--- src/clap_pkg.sv ---
// Shared types, character codes and name tables for the command line parser.
// No dependencies; clap_parser, clap_res_fifo and the core import this package.
`default_nettype none

package clap_pkg;

  localparam int NUM_CAND  = 6;
  localparam int NAME_W    = 8;
  localparam int VAL_W     = 64;
  localparam int RES_DEPTH = 4;
  localparam int RES_PTR_W = 2;
  localparam int RES_CNT_W = 3;

  localparam logic [7:0] CH_NUL   = 8'h00;
  localparam logic [7:0] CH_TAB   = 8'h09;
  localparam logic [7:0] CH_NL    = 8'h0A;
  localparam logic [7:0] CH_SPACE = 8'h20;
  localparam logic [7:0] CH_EQ    = "=";
  localparam logic [7:0] CH_X_LO  = "x";
  localparam logic [7:0] CH_X_UP  = "X";

  localparam logic [NUM_CAND-1:0] NAME_ALL = '1;

  // Candidate names: file, filec, addr, value, size, en (padded with NUL)
  localparam logic [7:0] CAND_TEXT [NUM_CAND][NAME_W] = '{
    '{"f", "i", "l", "e", CH_NUL, CH_NUL, CH_NUL, CH_NUL},
    '{"f", "i", "l", "e", "c", CH_NUL, CH_NUL, CH_NUL},
    '{"a", "d", "d", "r", CH_NUL, CH_NUL, CH_NUL, CH_NUL},
    '{"v", "a", "l", "u", "e", CH_NUL, CH_NUL, CH_NUL},
    '{"s", "i", "z", "e", CH_NUL, CH_NUL, CH_NUL, CH_NUL},
    '{"e", "n", CH_NUL, CH_NUL, CH_NUL, CH_NUL, CH_NUL, CH_NUL}
  };
  localparam logic [2:0] CAND_LEN [NUM_CAND] = '{3'd4, 3'd5, 3'd4, 3'd5, 3'd4, 3'd2};
  localparam logic       CAND_HAS_SLOT [NUM_CAND] = '{1'b0, 1'b0, 1'b1, 1'b1, 1'b1, 1'b1};
  localparam logic [1:0] CAND_SLOT [NUM_CAND] = '{2'd0, 2'd0, 2'd0, 2'd1, 2'd2, 2'd3};

  typedef struct packed {
    logic             kind;
    logic [7:0]       cmd_char;
    logic             status;
    logic             unknown_name;
    logic [VAL_W-1:0] addr_value;
    logic [VAL_W-1:0] data_value;
    logic [VAL_W-1:0] size_value;
    logic [VAL_W-1:0] enable_value;
  } clap_res_t;

  // Up to two result items per accepted byte, d0 first
  typedef struct packed {
    logic [1:0] cnt;
    clap_res_t  d0;
    clap_res_t  d1;
  } clap_push_t;

  function automatic logic is_sp(input logic [7:0] c);
    return (c == CH_SPACE) || (c == CH_TAB);
  endfunction

  function automatic logic is_blank(input logic [7:0] c);
    return (c == CH_SPACE) || (c == CH_TAB) || (c == CH_NL);
  endfunction

  // {ok, digit}: hex letters count 10..15 in either base
  function automatic logic [4:0] digit_of(input logic [7:0] c);
    logic [4:0] r;
    r = '0;
    if ((c >= "0") && (c <= "9")) begin
      r = {1'b1, c[3:0]};
    end else if (((c >= "a") && (c <= "f")) || ((c >= "A") && (c <= "F"))) begin
      r = {1'b1, c[3:0] + 4'd9};
    end
    return r;
  endfunction

  function automatic logic [NUM_CAND-1:0] name_feed(input logic [NUM_CAND-1:0] match,
                                                    input logic [2:0] pos,
                                                    input logic [7:0] c);
    logic [NUM_CAND-1:0] m;
    m = match;
    for (int k = 0; k < NUM_CAND; k++) begin
      if (match[k] && ((pos >= CAND_LEN[k]) || (CAND_TEXT[k][pos] != c))) begin
        m[k] = 1'b0;
      end
    end
    return m;
  endfunction

  // {hit, slot}: a complete name that owns a slot below num_args
  function automatic logic [2:0] commit_hit(input logic [NUM_CAND-1:0] match,
                                            input logic [2:0] pos,
                                            input int num_args);
    logic [2:0] r;
    r = '0;
    for (int k = 0; k < NUM_CAND; k++) begin
      if (match[k] && (pos == CAND_LEN[k]) && CAND_HAS_SLOT[k] &&
          (int'(CAND_SLOT[k]) < num_args)) begin
        r = {1'b1, CAND_SLOT[k]};
      end
    end
    return r;
  endfunction

endpackage

`default_nettype wire

--- src/clap_in_if.sv ---
// Input channel of the command line parser: one byte and its end-of-line mark per item.
// No dependencies.
`default_nettype none

interface clap_in_if;
  logic       valid;
  logic       ready;
  logic [7:0] char_byte;
  logic       end_mark;

  modport source (output valid, output char_byte, output end_mark, input ready);
  modport sink (input valid, input char_byte, input end_mark, output ready);
endinterface

`default_nettype wire

--- src/clap_out_if.sv ---
// Result channel of the command line parser: echoed command bytes and line summaries.
// No dependencies.
`default_nettype none

interface clap_out_if;
  logic        valid;
  logic        ready;
  logic        kind;
  logic [7:0]  cmd_char;
  logic        status;
  logic        unknown_name;
  logic [63:0] addr_value;
  logic [63:0] data_value;
  logic [63:0] size_value;
  logic [63:0] enable_value;

  modport source (output valid, output kind, output cmd_char, output status,
                  output unknown_name, output addr_value, output data_value,
                  output size_value, output enable_value, input ready);
  modport sink (input valid, input kind, input cmd_char, input status,
                input unknown_name, input addr_value, input data_value,
                input size_value, input enable_value, output ready);
endinterface

`default_nettype wire

--- src/clap_parser.sv ---
// Per-line parse state and the combinational byte step of the command line parser.
// Depends on clap_pkg; feeds result items to clap_res_fifo.
`default_nettype none

module clap_parser #(
  parameter int NUM_ARGS = 4
) (
  input  wire                 clk,
  input  wire                 rst_n,
  input  wire                 step_en,
  input  wire  [7:0]          char_byte,
  input  wire                 end_mark,
  output clap_pkg::clap_push_t push
);
  import clap_pkg::*;

  localparam logic [2:0] PH_LEAD   = 3'd0;
  localparam logic [2:0] PH_CMD    = 3'd1;
  localparam logic [2:0] PH_GAP1   = 3'd2;
  localparam logic [2:0] PH_NAME   = 3'd3;
  localparam logic [2:0] PH_VSTART = 3'd4;
  localparam logic [2:0] PH_VALUE  = 3'd5;
  localparam logic [2:0] PH_GAP2   = 3'd6;
  localparam logic [2:0] PH_STOP   = 3'd7;

  logic [2:0]          phase_r, phase_nxt;
  logic [NUM_CAND-1:0] match_r, match_nxt;
  logic [2:0]          npos_r, npos_nxt;
  logic [VAL_W-1:0]    acc_r, acc_nxt;
  logic                hex_r, hex_nxt;
  logic                stop_r, stop_nxt;
  logic [1:0]          vpos_r, vpos_nxt;
  logic [VAL_W-1:0]    args_r [4];
  logic [VAL_W-1:0]    args_nxt [4];
  logic                err_r, err_nxt;
  logic                unk_r, unk_nxt;

  // value digit step on the registered value state
  logic [4:0]       dig;
  logic [VAL_W-1:0] feed_acc;
  logic             feed_hex;
  logic             feed_stop;
  logic [1:0]       feed_vpos;

  always_comb begin
    dig       = digit_of(char_byte);
    feed_acc  = acc_r;
    feed_hex  = hex_r;
    feed_stop = stop_r;
    if ((vpos_r == 2'd1) && !stop_r && !hex_r && (acc_r == '0) &&
        ((char_byte == CH_X_LO) || (char_byte == CH_X_UP))) begin
      feed_hex = 1'b1;
    end else if (!stop_r) begin
      if (dig[4]) begin
        feed_acc = (hex_r ? (acc_r << 4) : ((acc_r << 3) + (acc_r << 1))) +
                   {{(VAL_W-4){1'b0}}, dig[3:0]};
      end else begin
        feed_stop = 1'b1;
      end
    end
    feed_vpos = (vpos_r == 2'd3) ? vpos_r : vpos_r + 2'd1;
  end

  logic [2:0] hit_mid, hit_end;
  logic       line_end;
  logic       echo;

  always_comb begin
    phase_nxt = phase_r;
    match_nxt = match_r;
    npos_nxt  = npos_r;
    acc_nxt   = acc_r;
    hex_nxt   = hex_r;
    stop_nxt  = stop_r;
    vpos_nxt  = vpos_r;
    args_nxt  = args_r;
    err_nxt   = err_r;
    unk_nxt   = unk_r;
    echo      = 1'b0;
    hit_mid   = commit_hit(match_r, npos_r, NUM_ARGS);
    hit_end   = '0;
    line_end  = step_en && ((char_byte == CH_NUL) || end_mark);
    push      = '0;

    if (step_en && (char_byte != CH_NUL)) begin
      case (phase_r)
        PH_LEAD: begin
          if (!is_sp(char_byte)) begin
            phase_nxt = PH_CMD;
            echo      = 1'b1;
          end
        end
        PH_CMD: begin
          if (is_sp(char_byte)) begin
            phase_nxt = PH_GAP1;
          end else begin
            echo = 1'b1;
          end
        end
        PH_GAP1, PH_GAP2: begin
          if ((phase_r == PH_GAP1) ? !is_sp(char_byte) : !is_blank(char_byte)) begin
            match_nxt = NAME_ALL;
            npos_nxt  = '0;
            if (char_byte == CH_EQ) begin
              acc_nxt   = '0;
              hex_nxt   = 1'b0;
              stop_nxt  = 1'b0;
              vpos_nxt  = '0;
              phase_nxt = PH_VSTART;
            end else begin
              match_nxt = name_feed(NAME_ALL, 3'd0, char_byte);
              npos_nxt  = 3'd1;
              phase_nxt = PH_NAME;
            end
          end
        end
        PH_NAME: begin
          if (char_byte == CH_EQ) begin
            acc_nxt   = '0;
            hex_nxt   = 1'b0;
            stop_nxt  = 1'b0;
            vpos_nxt  = '0;
            phase_nxt = PH_VSTART;
          end else begin
            match_nxt = name_feed(match_r, npos_r, char_byte);
            npos_nxt  = (npos_r == 3'd7) ? npos_r : npos_r + 3'd1;
          end
        end
        PH_VSTART, PH_VALUE: begin
          if (is_blank(char_byte)) begin
            if (phase_r == PH_VSTART) begin
              err_nxt   = 1'b1;
              phase_nxt = PH_STOP;
            end else if (hit_mid[2]) begin
              args_nxt[hit_mid[1:0]] = acc_r;
              phase_nxt = PH_GAP2;
            end else begin
              unk_nxt   = 1'b1;
              phase_nxt = PH_STOP;
            end
          end else begin
            acc_nxt   = feed_acc;
            hex_nxt   = feed_hex;
            stop_nxt  = feed_stop;
            vpos_nxt  = feed_vpos;
            phase_nxt = PH_VALUE;
          end
        end
        default: begin
        end
      endcase
    end

    if (echo) begin
      push.d0.cmd_char = char_byte;
      push.cnt         = 2'd1;
    end

    if (line_end) begin
      // close an open name or value
      hit_end = commit_hit(match_nxt, npos_nxt, NUM_ARGS);
      if (phase_nxt == PH_NAME) begin
        err_nxt = 1'b1;
      end else if ((phase_nxt == PH_VSTART) || (phase_nxt == PH_VALUE)) begin
        if (hit_end[2]) begin
          args_nxt[hit_end[1:0]] = acc_nxt;
        end else begin
          unk_nxt = 1'b1;
        end
      end
      if (echo) begin
        push.d1.kind         = 1'b1;
        push.d1.status       = err_nxt;
        push.d1.unknown_name = unk_nxt;
        push.d1.addr_value   = args_nxt[0];
        push.d1.data_value   = args_nxt[1];
        push.d1.size_value   = args_nxt[2];
        push.d1.enable_value = args_nxt[3];
        push.cnt             = 2'd2;
      end else begin
        push.d0.kind         = 1'b1;
        push.d0.status       = err_nxt;
        push.d0.unknown_name = unk_nxt;
        push.d0.addr_value   = args_nxt[0];
        push.d0.data_value   = args_nxt[1];
        push.d0.size_value   = args_nxt[2];
        push.d0.enable_value = args_nxt[3];
        push.cnt             = 2'd1;
      end
      // drop the whole line state once the summary is out
      phase_nxt = PH_LEAD;
      match_nxt = NAME_ALL;
      npos_nxt  = '0;
      acc_nxt   = '0;
      hex_nxt   = 1'b0;
      stop_nxt  = 1'b0;
      vpos_nxt  = '0;
      args_nxt  = '{default: '0};
      err_nxt   = 1'b0;
      unk_nxt   = 1'b0;
    end
  end

  always_ff @(posedge clk) begin
    if (!rst_n) begin
      phase_r <= PH_LEAD;
      match_r <= NAME_ALL;
      npos_r  <= '0;
      acc_r   <= '0;
      hex_r   <= 1'b0;
      stop_r  <= 1'b0;
      vpos_r  <= '0;
      args_r  <= '{default: '0};
      err_r   <= 1'b0;
      unk_r   <= 1'b0;
    end else if (step_en) begin
      phase_r <= phase_nxt;
      match_r <= match_nxt;
      npos_r  <= npos_nxt;
      acc_r   <= acc_nxt;
      hex_r   <= hex_nxt;
      stop_r  <= stop_nxt;
      vpos_r  <= vpos_nxt;
      args_r  <= args_nxt;
      err_r   <= err_nxt;
      unk_r   <= unk_nxt;
    end
  end

`ifndef SYNTHESIS
  a_line_cleared: assert property (@(posedge clk) disable iff (!rst_n)
    line_end |=> (phase_r == PH_LEAD) && (npos_r == 3'd0) && (acc_r == '0) &&
                 (args_r[0] == '0) && (args_r[1] == '0) && (args_r[2] == '0) &&
                 (args_r[3] == '0) && !err_r && !unk_r)
    else $error("line state not cleared after summary");
  a_echo_phase: assert property (@(posedge clk) disable iff (!rst_n)
    (push.cnt != 2'd0 && !push.d0.kind) |-> (phase_r == PH_LEAD) || (phase_r == PH_CMD))
    else $error("command byte echoed outside the command word");
  a_flag_stops: assert property (@(posedge clk) disable iff (!rst_n)
    (err_r || unk_r) |-> (phase_r == PH_STOP))
    else $error("error or unknown name without stopped parse");
`endif

endmodule

`default_nettype wire

--- src/clap_res_fifo.sv ---
// Four-entry result queue: takes up to two items per cycle, hands out one while the reader is ready.
// Depends on clap_pkg.
`default_nettype none

module clap_res_fifo (
  input  wire                  clk,
  input  wire                  rst_n,
  input  wire clap_pkg::clap_push_t push,
  output logic                 room,
  output logic                 rd_valid,
  input  wire                  rd_ready,
  output clap_pkg::clap_res_t  rd_data
);
  import clap_pkg::*;

  clap_res_t            mem_r [RES_DEPTH];
  logic [RES_PTR_W-1:0] wr_ptr_r, wr_ptr_nxt;
  logic [RES_PTR_W-1:0] rd_ptr_r, rd_ptr_nxt;
  logic [RES_CNT_W-1:0] cnt_r, cnt_nxt;
  logic                 pop;

  assign room     = (cnt_r <= RES_CNT_W'(RES_DEPTH - 2));
  assign rd_valid = (cnt_r != '0);
  assign rd_data  = mem_r[rd_ptr_r];
  assign pop      = rd_valid && rd_ready;

  always_comb begin
    wr_ptr_nxt = wr_ptr_r + RES_PTR_W'(push.cnt);
    rd_ptr_nxt = rd_ptr_r + RES_PTR_W'(pop);
    cnt_nxt    = cnt_r + RES_CNT_W'(push.cnt) - RES_CNT_W'(pop);
  end

  always_ff @(posedge clk) begin
    if (push.cnt != 2'd0) begin
      mem_r[wr_ptr_r] <= push.d0;
    end
    if (push.cnt == 2'd2) begin
      mem_r[wr_ptr_r + RES_PTR_W'(1)] <= push.d1;
    end
  end

  always_ff @(posedge clk) begin
    if (!rst_n) begin
      wr_ptr_r <= '0;
      rd_ptr_r <= '0;
      cnt_r    <= '0;
    end else begin
      wr_ptr_r <= wr_ptr_nxt;
      rd_ptr_r <= rd_ptr_nxt;
      cnt_r    <= cnt_nxt;
    end
  end

`ifndef SYNTHESIS
  a_no_overflow: assert property (@(posedge clk) disable iff (!rst_n)
    (4'(cnt_r) + 4'(push.cnt)) <= 4'(RES_DEPTH))
    else $error("result queue overflow");
  a_pop_drains: assert property (@(posedge clk) disable iff (!rst_n)
    (pop && (push.cnt == 2'd0)) |=> (cnt_r == $past(cnt_r) - RES_CNT_W'(1)))
    else $error("result queue count wrong after pop");
`endif

endmodule

`default_nettype wire

--- src/command_line_arg_parser_core.sv ---
// Command line parser: takes one byte per cycle, at full rate, as long as the result
// queue has two free entries; each byte is parsed in the cycle it is accepted, and its
// results (a command word echo, the line summary, or both for a final command byte) are
// queued in a four-entry result queue and appear on the output from the next cycle on,
// one per cycle unless stalled. Input ready drops whenever fewer than two queue entries
// are free: while the result side stalls, or when bytes that each give two results follow
// back to back faster than the output drains them. No clearing pass is needed after reset.
`default_nettype none

module command_line_arg_parser_core #(
  parameter int NUM_ARGS = 4
) (
  input  wire        clk,
  input  wire        rst_n,
  clap_in_if.sink    in_chan,
  clap_out_if.source out_chan
);
  import clap_pkg::*;

  clap_push_t push;
  clap_res_t  rd_data;
  logic       room;
  logic       step_en;

  assign in_chan.ready = room;
  assign step_en       = in_chan.valid && room;

  clap_parser #(
    .NUM_ARGS (NUM_ARGS)
  ) u_parser (
    .clk       (clk),
    .rst_n     (rst_n),
    .step_en   (step_en),
    .char_byte (in_chan.char_byte),
    .end_mark  (in_chan.end_mark),
    .push      (push)
  );

  clap_res_fifo u_res_fifo (
    .clk      (clk),
    .rst_n    (rst_n),
    .push     (push),
    .room     (room),
    .rd_valid (out_chan.valid),
    .rd_ready (out_chan.ready),
    .rd_data  (rd_data)
  );

  assign out_chan.kind         = rd_data.kind;
  assign out_chan.cmd_char     = rd_data.cmd_char;
  assign out_chan.status       = rd_data.status;
  assign out_chan.unknown_name = rd_data.unknown_name;
  assign out_chan.addr_value   = rd_data.addr_value;
  assign out_chan.data_value   = rd_data.data_value;
  assign out_chan.size_value   = rd_data.size_value;
  assign out_chan.enable_value = rd_data.enable_value;

endmodule

`default_nettype wire
--- src/flat_wrapper.sv ---
// flat-port wrapper written by rule: the top's interface ports become plain ports
module command_line_arg_parser_core_flat import clap_pkg::*;
#(
  parameter int NUM_ARGS = 4
)
  (clk, rst_n, in_chan_valid, in_chan_char_byte, in_chan_end_mark, in_chan_ready, out_chan_valid, out_chan_kind, out_chan_cmd_char, out_chan_status, out_chan_unknown_name, out_chan_addr_value, out_chan_data_value, out_chan_size_value, out_chan_enable_value, out_chan_ready);
  clap_in_if in_chan_i ();
  clap_out_if out_chan_i ();
  input  wire clk;
  input  wire rst_n;
  input wire logic [$bits(in_chan_i.valid)-1:0] in_chan_valid;
  input wire logic [$bits(in_chan_i.char_byte)-1:0] in_chan_char_byte;
  input wire logic [$bits(in_chan_i.end_mark)-1:0] in_chan_end_mark;
  output wire logic [$bits(in_chan_i.ready)-1:0] in_chan_ready;
  output wire logic [$bits(out_chan_i.valid)-1:0] out_chan_valid;
  output wire logic [$bits(out_chan_i.kind)-1:0] out_chan_kind;
  output wire logic [$bits(out_chan_i.cmd_char)-1:0] out_chan_cmd_char;
  output wire logic [$bits(out_chan_i.status)-1:0] out_chan_status;
  output wire logic [$bits(out_chan_i.unknown_name)-1:0] out_chan_unknown_name;
  output wire logic [$bits(out_chan_i.addr_value)-1:0] out_chan_addr_value;
  output wire logic [$bits(out_chan_i.data_value)-1:0] out_chan_data_value;
  output wire logic [$bits(out_chan_i.size_value)-1:0] out_chan_size_value;
  output wire logic [$bits(out_chan_i.enable_value)-1:0] out_chan_enable_value;
  input wire logic [$bits(out_chan_i.ready)-1:0] out_chan_ready;
  assign in_chan_i.valid = in_chan_valid;
  assign in_chan_i.char_byte = in_chan_char_byte;
  assign in_chan_i.end_mark = in_chan_end_mark;
  assign in_chan_ready = in_chan_i.ready;
  assign out_chan_valid = out_chan_i.valid;
  assign out_chan_kind = out_chan_i.kind;
  assign out_chan_cmd_char = out_chan_i.cmd_char;
  assign out_chan_status = out_chan_i.status;
  assign out_chan_unknown_name = out_chan_i.unknown_name;
  assign out_chan_addr_value = out_chan_i.addr_value;
  assign out_chan_data_value = out_chan_i.data_value;
  assign out_chan_size_value = out_chan_i.size_value;
  assign out_chan_enable_value = out_chan_i.enable_value;
  assign out_chan_i.ready = out_chan_ready;
  command_line_arg_parser_core #(.NUM_ARGS(NUM_ARGS)) u_core (.clk(clk), .rst_n(rst_n), .in_chan(in_chan_i), .out_chan(out_chan_i));
endmodule
--- config.mk ---
export PLATFORM = sky130hd
export DESIGN_NAME = command_line_arg_parser_core_flat
export DESIGN_NICKNAME = d
export VERILOG_FILES = /design/src/clap_pkg.sv /design/src/clap_in_if.sv /design/src/clap_out_if.sv /design/src/clap_parser.sv /design/src/clap_res_fifo.sv /design/src/command_line_arg_parser_core.sv /design/src/flat_wrapper.sv
export SDC_FILE = /design/constraint.sdc
export NUM_CORES = 2
export LEC_CHECK = 0
export BUFFER_PORTS_ARGS = -buffer_cell sky130_fd_sc_hd__buf_2
export CAP_MARGIN = 10
export CORE_MARGIN = 5
export CORE_UTILIZATION = 30
export DETAILED_ROUTE_END_ITERATION = 10
export GPL_TIMING_DRIVEN = 0
export HOLD_SLACK_MARGIN = 0.05
export MAX_ROUTING_LAYER = met4
export PLACE_DENSITY = 0.45
export REMOVE_ABC_BUFFERS = 1
export SLEW_MARGIN = 15
export SYNTH_ARGS = -nofsm -noshare
export SYNTH_HDL_FRONTEND = slang
export SYNTH_SLANG_ARGS = --single-unit
--- constraint.sdc ---
create_clock -name clk -period 13.4 [get_ports clk]
set_clock_uncertainty 0.2 [all_clocks]
set_input_delay 2.01 -clock clk [delete_from_list [all_inputs] [get_ports clk]]
set_output_delay 2.01 -clock clk [all_outputs]
set_load 0.02 [all_outputs]
Yosys cells after proc, flatten, opt, wreduce, memory -nomap -nowiden
Memory sizes are Yosys's and may differ from the RTL's. A register that Yosys moved wholly into a read port is not among the register bits.
Cells that the tools add are included.
{ "word_totals": {"regBits": 345, "ram_bits": 1068, "mem_bits_ro": 384, "out_inout_bits": 269, "mem_count": 7} }
{ "classes": {"n_addsub": 10, "order_cmp": 15, "eq_ne": 44, "n_mux": 140, "n_bitwise": 3, "n_reduce_logical": 60} }
{ "mem_list": {"columns": ["memory", "words", "word_bits", "read_ports", "rd_clocked_by_memory_dff", "wr", "line", "rtl"], "rows": [
  ["u_core.u_res_fifo.mem_r", 4, 267, 1, 1, 2, "clap_res_fifo.sv:16", "clap_res_t mem_r [RES_DEPTH];"],
  ["(name not given)", 8, 8, 1, 0, 0, "clap_pkg.sv:81", "if (match[k] && ((pos >= CAND_LEN[k]) || (CAND_TEXT[k][pos] != c))) begin"],
  ["(name not given)", 8, 8, 1, 0, 0, "clap_pkg.sv:81", null],
  ["(name not given)", 8, 8, 1, 0, 0, "clap_pkg.sv:81", null],
  ["(name not given)", 8, 8, 1, 0, 0, "clap_pkg.sv:81", null],
  ["(name not given)", 8, 8, 1, 0, 0, "clap_pkg.sv:81", null],
  ["+1 memories", null, null, null, null, null, null, null]
]} }
{ "ops": {"columns": ["cell", "n"], "rows": [
  ["256-bit two-way mux", 9],
  ["258-bit two-way mux", 3],
  ["64-bit two-way mux", 11],
  ["256-bit bitwise mux", 2],
  ["259-bit two-way mux", 1],
  ["64-bit demux with 2-bit select", 2],
  ["64-bit case mux with 3 select lines", 1],
  ["8-bit two-way mux", 13],
  ["3-bit two-way mux", 23],
  ["64-bit by 4-bit adder with 64-bit output", 1],
  ["64-bit adder", 1],
  ["64-bit logical NOT", 1],
  ["1-bit two-way mux", 54],
  ["8-bit != test", 6],
  ["7-bit by 8-bit != test with 1-bit output (first input constant)", 5],
  ["3-bit equality test (second input constant)", 10],
  ["6-bit two-way mux", 5],
  ["6-bit AND reduction", 5],
  ["1-bit logical AND", 27],
  ["3-bit != test (second input constant)", 8],
  ["8-bit by 4-bit equality test with 1-bit output (second input constant)", 2],
  ["8-bit by 6-bit equality test with 1-bit output (second input constant)", 2],
  ["8-bit by 7-bit equality test with 1-bit output (second input constant)", 2],
  ["8-bit by 7-bit greater-or-equal comparator with 1-bit output (second input constant)", 2],
  ["37 further kinds", 76]
]} }

Longest topological paths before layout
{ "logic_depth": {"depth_word": 28, "mapped_depth": 25} }

Hierarchy
A second synthesis with hierarchy kept.
{ "hier_totals": {"cells_unflattened": 6979, "hier_area_um2": 79710.2} }
{ "by_module_without_submodules": {"columns": ["module", "n_inst", "cells_per_inst", "area_each_um2", "seq_area_each_um2"], "rows": [
  ["clap_res_fifo", 1, 2628, 51600.7, 32210.9],
  ["clap_parser", 1, 4350, 28103.2, 6726.5],
  ["command_line_arg_parser_core", 1, 1, 6.3, 0.0]
]} }

Worst setup path before layout
No wires, ideal clock.
{ "synth_timing": {"path_kind": "input to register", "startpoint": "in in_chan_char_byte[0]", "endpoint": "mem u_core.u_res_fifo.mem_r[2][0] in the netlist's numbering (enable)", "arrival_time_ns": 10.194, "required_time_ns": 12.592, "slack_ns": 2.397, "cell_stages": 16, "n_path_buf": 4, "cell_sequence": "buf_1 inv_1 ha_1 nand2b_1 clkbuf_1 nor2_1 a32o_1 or4_1 clkbuf_1 inv_1 buf_1 ha_1 inv_1 nor3b_1 nor2_1 inv_1"} }
{ "synth_lines": {"columns": ["element", "line", "rtl"], "rows": [
  ["from (decl)", "flat_wrapper.sv:12", "input wire logic [$bits(in_chan_i.char_byte)-1:0] in_chan_char_byte;"],
  ["to (decl)", "clap_res_fifo.sv:16", null]
]} }

==> summary.txt <==
Power and ir drop
  • PD cells: 166.1 mW/mm^2
  • Switch share: about 32%
  • Lkg Pwr: between 20 and 30 nW
  • Clock power share: 32.7%
  • Flop pwr share: 41.3%
  • Psw: between 4 and 5 mW
  • Tot Pwr: 13.57 mW
  • Comb pwr share: 26.1%
  • Peak VDD IR: 0.1496 mV
  • P_int: 9.210 mW

Routing
  • Post-Route WL: 248.8 mm
  • Mean routed wirelength per cell: between 20 and 30 microns
  • First-pass detailed-route iteration total: 9
  • Vias: 51,662
  • Drt initial violations: 5,430
  • Antenna Nets Post-Route: 0
  • Via-to-Cell Ratio: 5.466
  • # DRC: 0

Worst setup path
  • Crit path DAT: 9430 ps
  • Worst R2R Setup Slack: 6190 ps
  • Crit path capture type: flop
  • Crit Path Category: input port to flop
  • Worst setup SP type: input port
  • CP Max Fanout: 17
  • Critical path data required time: 13,760 ps

Synth
  • Average cell area after synthesis: 11.18 sq um
  • Fraction of registers with async set/reset: 0%
  • Area contributors post-synth: edfxtp_1 45%, dfxtp_1 11%, mux4_2 8.6%
  • Commonest cells in the netlist: 1,125 x nor2_1, 1,036 x edfxtp_1, 517 x nand2_1
  • Most used DFF post-synth: edfxtp_1
  • #FFs+latches synth: roughly 1,400
  • Post-synthesis cell type count: 109
  • Biggest area consumer among synthesized cells: edfxtp_1
  • Yosys top cell area share: 44.73%
  • Cells after synthesis: 6,218
  • Warnings, synthesis: 0
  • Count leader, synth: nor2_1
  • Sequential-to-total area share from yosys stat: 55.53%
  • Cell Area, Synth: 0.06955 sq mm
  • EDFF count, synth: 1,036

Hold path
  • HP Class: flop to flop

STA
  • Min Tclk post-route: 9074 ps
  • RSZ-0062 raised after global routing: no
  • Final setup violating endpoints: 0
  • Max-slew violations: 0
  • Period utilization: 67.72%
  • Max Freq: 110.2 MHz
  • Hold Vio Cnt, Final: 0
  • Max-slew headroom: 16.45%
  • Worst-Margin Slew: 1253 ps

GRT
  • Vias in the first global route: about 51,000
  • Gr usage total: 20.52%
  • Pin count of the biggest net entering global routing: 126
  • Initial antenna violation count: 10
  • GRT overflow: 0
  • First-pass GRT wire length: 363.1 mm

Cells and area
  • Total Nets Final: 6,378
  • Layout area overhead: 17.47%
  • Post-Layout Cell Count: approximately 9,500
  • Multi-input logic area: 0.02905 sq mm
  • FILL cells: 22,765
  • Share of cells above drive strength 1: 16.65%
  • Reg area: approximately 0.039 sq mm

Floorplan
  • Vert. Die Dim: just under 500 microns
  • Io pins: ~280
  • DIE WIDTH: 491.5 microns
  • Rows: 176
  • Core footprint: approximately 0.23 sq mm
  • Initial core utilization: 30.19%
  • Die area: 0.2415 sq mm

Clock network
  • Post-CTS Setup Inserts: 0
  • CTS tree: yes
  • Sink Count: around 1,400
  • Root Buffer: clkbuf_16
  • CTS H-tree depth: 4
  • CTS buffer count: 165
  • Post-CTS sizing: 0
  • Hold-fix buffers, CTS: 0
  • Clock Path Buffers: 3
  • Clock slew at reported path FFs: approximately 60 ps
  • Clk_lat worst skew: 820 ps

Place
  • RePlAce Congestion: slightly below 0.9
  • Buffers added on ports: 281
  • Placed Instances: 9,139
  • Final HPWL DP: 167.9 mm

Status
  • Status: completed

Job
  • Max-cap violations: 0
==> critical path, cell delays in order <==
cell and delay (ps):
buf_2 230, inv_1 190, ha_1 340, o21ai_0 130, a2111oi_1 1000, a31oi_1 440
nor2_1 220, ha_1 240, fa_1 240, a21oi_1 80, nor2_1 150, nand2b_1 90
nand3b_2 280, nor4_4 450, nand3_1 270, nor3_2 710, nand2_1 330, nor4_4 690
xnor2_1 430, a222oi_1 530, buf_4 270, nor2_1 60
==> cells by family after synthesis <==
kind of cell | count (synthesis) | share of synthesized area, %
AOI/OAI and AO/OA | 1278 | 12.83
xor gates and xnor gates | 90 | 1.133
adders and majority gates | 85 | 1.562
buffers and inverters | 572 | 3.159
DFF | 1411 | 55.53
muxes | 334 | 9.667
and+or+nand+nor | 2448 | 16.12
==> flip-flops by register name (all words and copies together) (netlist names) <==
| register | flops |
|---|---|
| u_core.u_parser.match_r | 4 |
| u_core.u_parser.unk_r | 1 |
| u_core.u_res_fifo.mem_r | 1068 |
| u_core.u_parser.err_r | 1 |
| u_core.u_res_fifo.cnt_r | 3 |
| u_core.u_parser.npos_r | 3 |
| u_core.u_parser.acc_r | 64 |
| u_core.u_res_fifo.wr_ptr_r | 2 |
| u_core.u_res_fifo.rd_ptr_r | 2 |
| u_core.u_parser.phase_r | 3 |
| u_core.u_parser.args_r | 256 |
| u_core.u_parser.stop_r | 1 |
| u_core.u_parser.vpos_r | 2 |
| u_core.u_parser.hex_r | 1 |
==> path summary, 6_finish.rpt <==
check | depth (start not counted) | endpoint | startpoint
worst max-delay path | 22 | u_core.u_res_fifo.mem_r[1][125] | in_chan_char_byte[1]
worst min-delay path | 1 | u_core.u_res_fifo.mem_r[3][262] | u_core.u_res_fifo.mem_r[3][262]
worst max register to register | 15 | u_core.u_res_fifo.mem_r[1][125] | u_core.u_parser.acc_r[17]
worst min register to register | 1 | u_core.u_res_fifo.mem_r[3][262] | u_core.u_res_fifo.mem_r[3][262]
==> power groups by stage <==
stage / logic (mW) / registers (mW) / clock network [mW]
floorplan: 2.09 / 5.97 / 0
global placement: 3.64 / 6.36 / 0
detailed placement: 3.65 / 5.69 / 0
CTS: 3.65 / 5.60 / 4.55
global route: 3.76 / 5.65 / 4.73
finish: 3.54 / 5.60 / 4.44
==> cells in the final DEF (no fill, tap or decap), drive strengths merged, types with 48 or more instances in the layout <==
master and instances:
a21oi 241, a222oi 82, a22o 57, a22oi 300, and2 52, buf 428, clkbuf 232, clkinv 58
dfxtp 375, edfxtp 1036, ha 82, mux4 267, nand2 517, nand3 147, nand4 48, nor2 1125
nor2b 308, nor3 66, o21ai 225, o22ai 76, xnor2 66
==> routing by layer <==
layer  global-route usage, %  up-vias  wire, microns
li1                        -    23340              -
met1                   29.21    26248         116000
met2                   31.40     1779         113600
met3                   2.865      295          14570
met5                       -        -              0
met4                   4.222        0           4627
==> final cells by class <==
cell class	count	share of cell area [%]
antenna	4	0.01225
clock buffer	232	5.587
clock inverter	76	0.8760
inverter	39	0.2159
multi-input combinational	4235	35.55
sequential	1411	47.28
tap	3026	4.634
timing repair buffer	428	5.838
==> metrics by stage <==
step,setup TNS [ps],util (%),setup WS [ps],area (sq um),hold WS (ps)
6_report,0,35.47,4326,81700,263.8
5_1_grt,0,35.47,3857,81690,279.3
4_1_cts,0,35.46,4483,81680,266.2
3_5_place_dp,0,33.17,3565,76400,253.8
3_3_place_gp,-,31.56,-16100,72690,241.5
2_1_floorplan,-378820,-,-789.2,67490,236.8
Power figures use the tool's default switching activity.
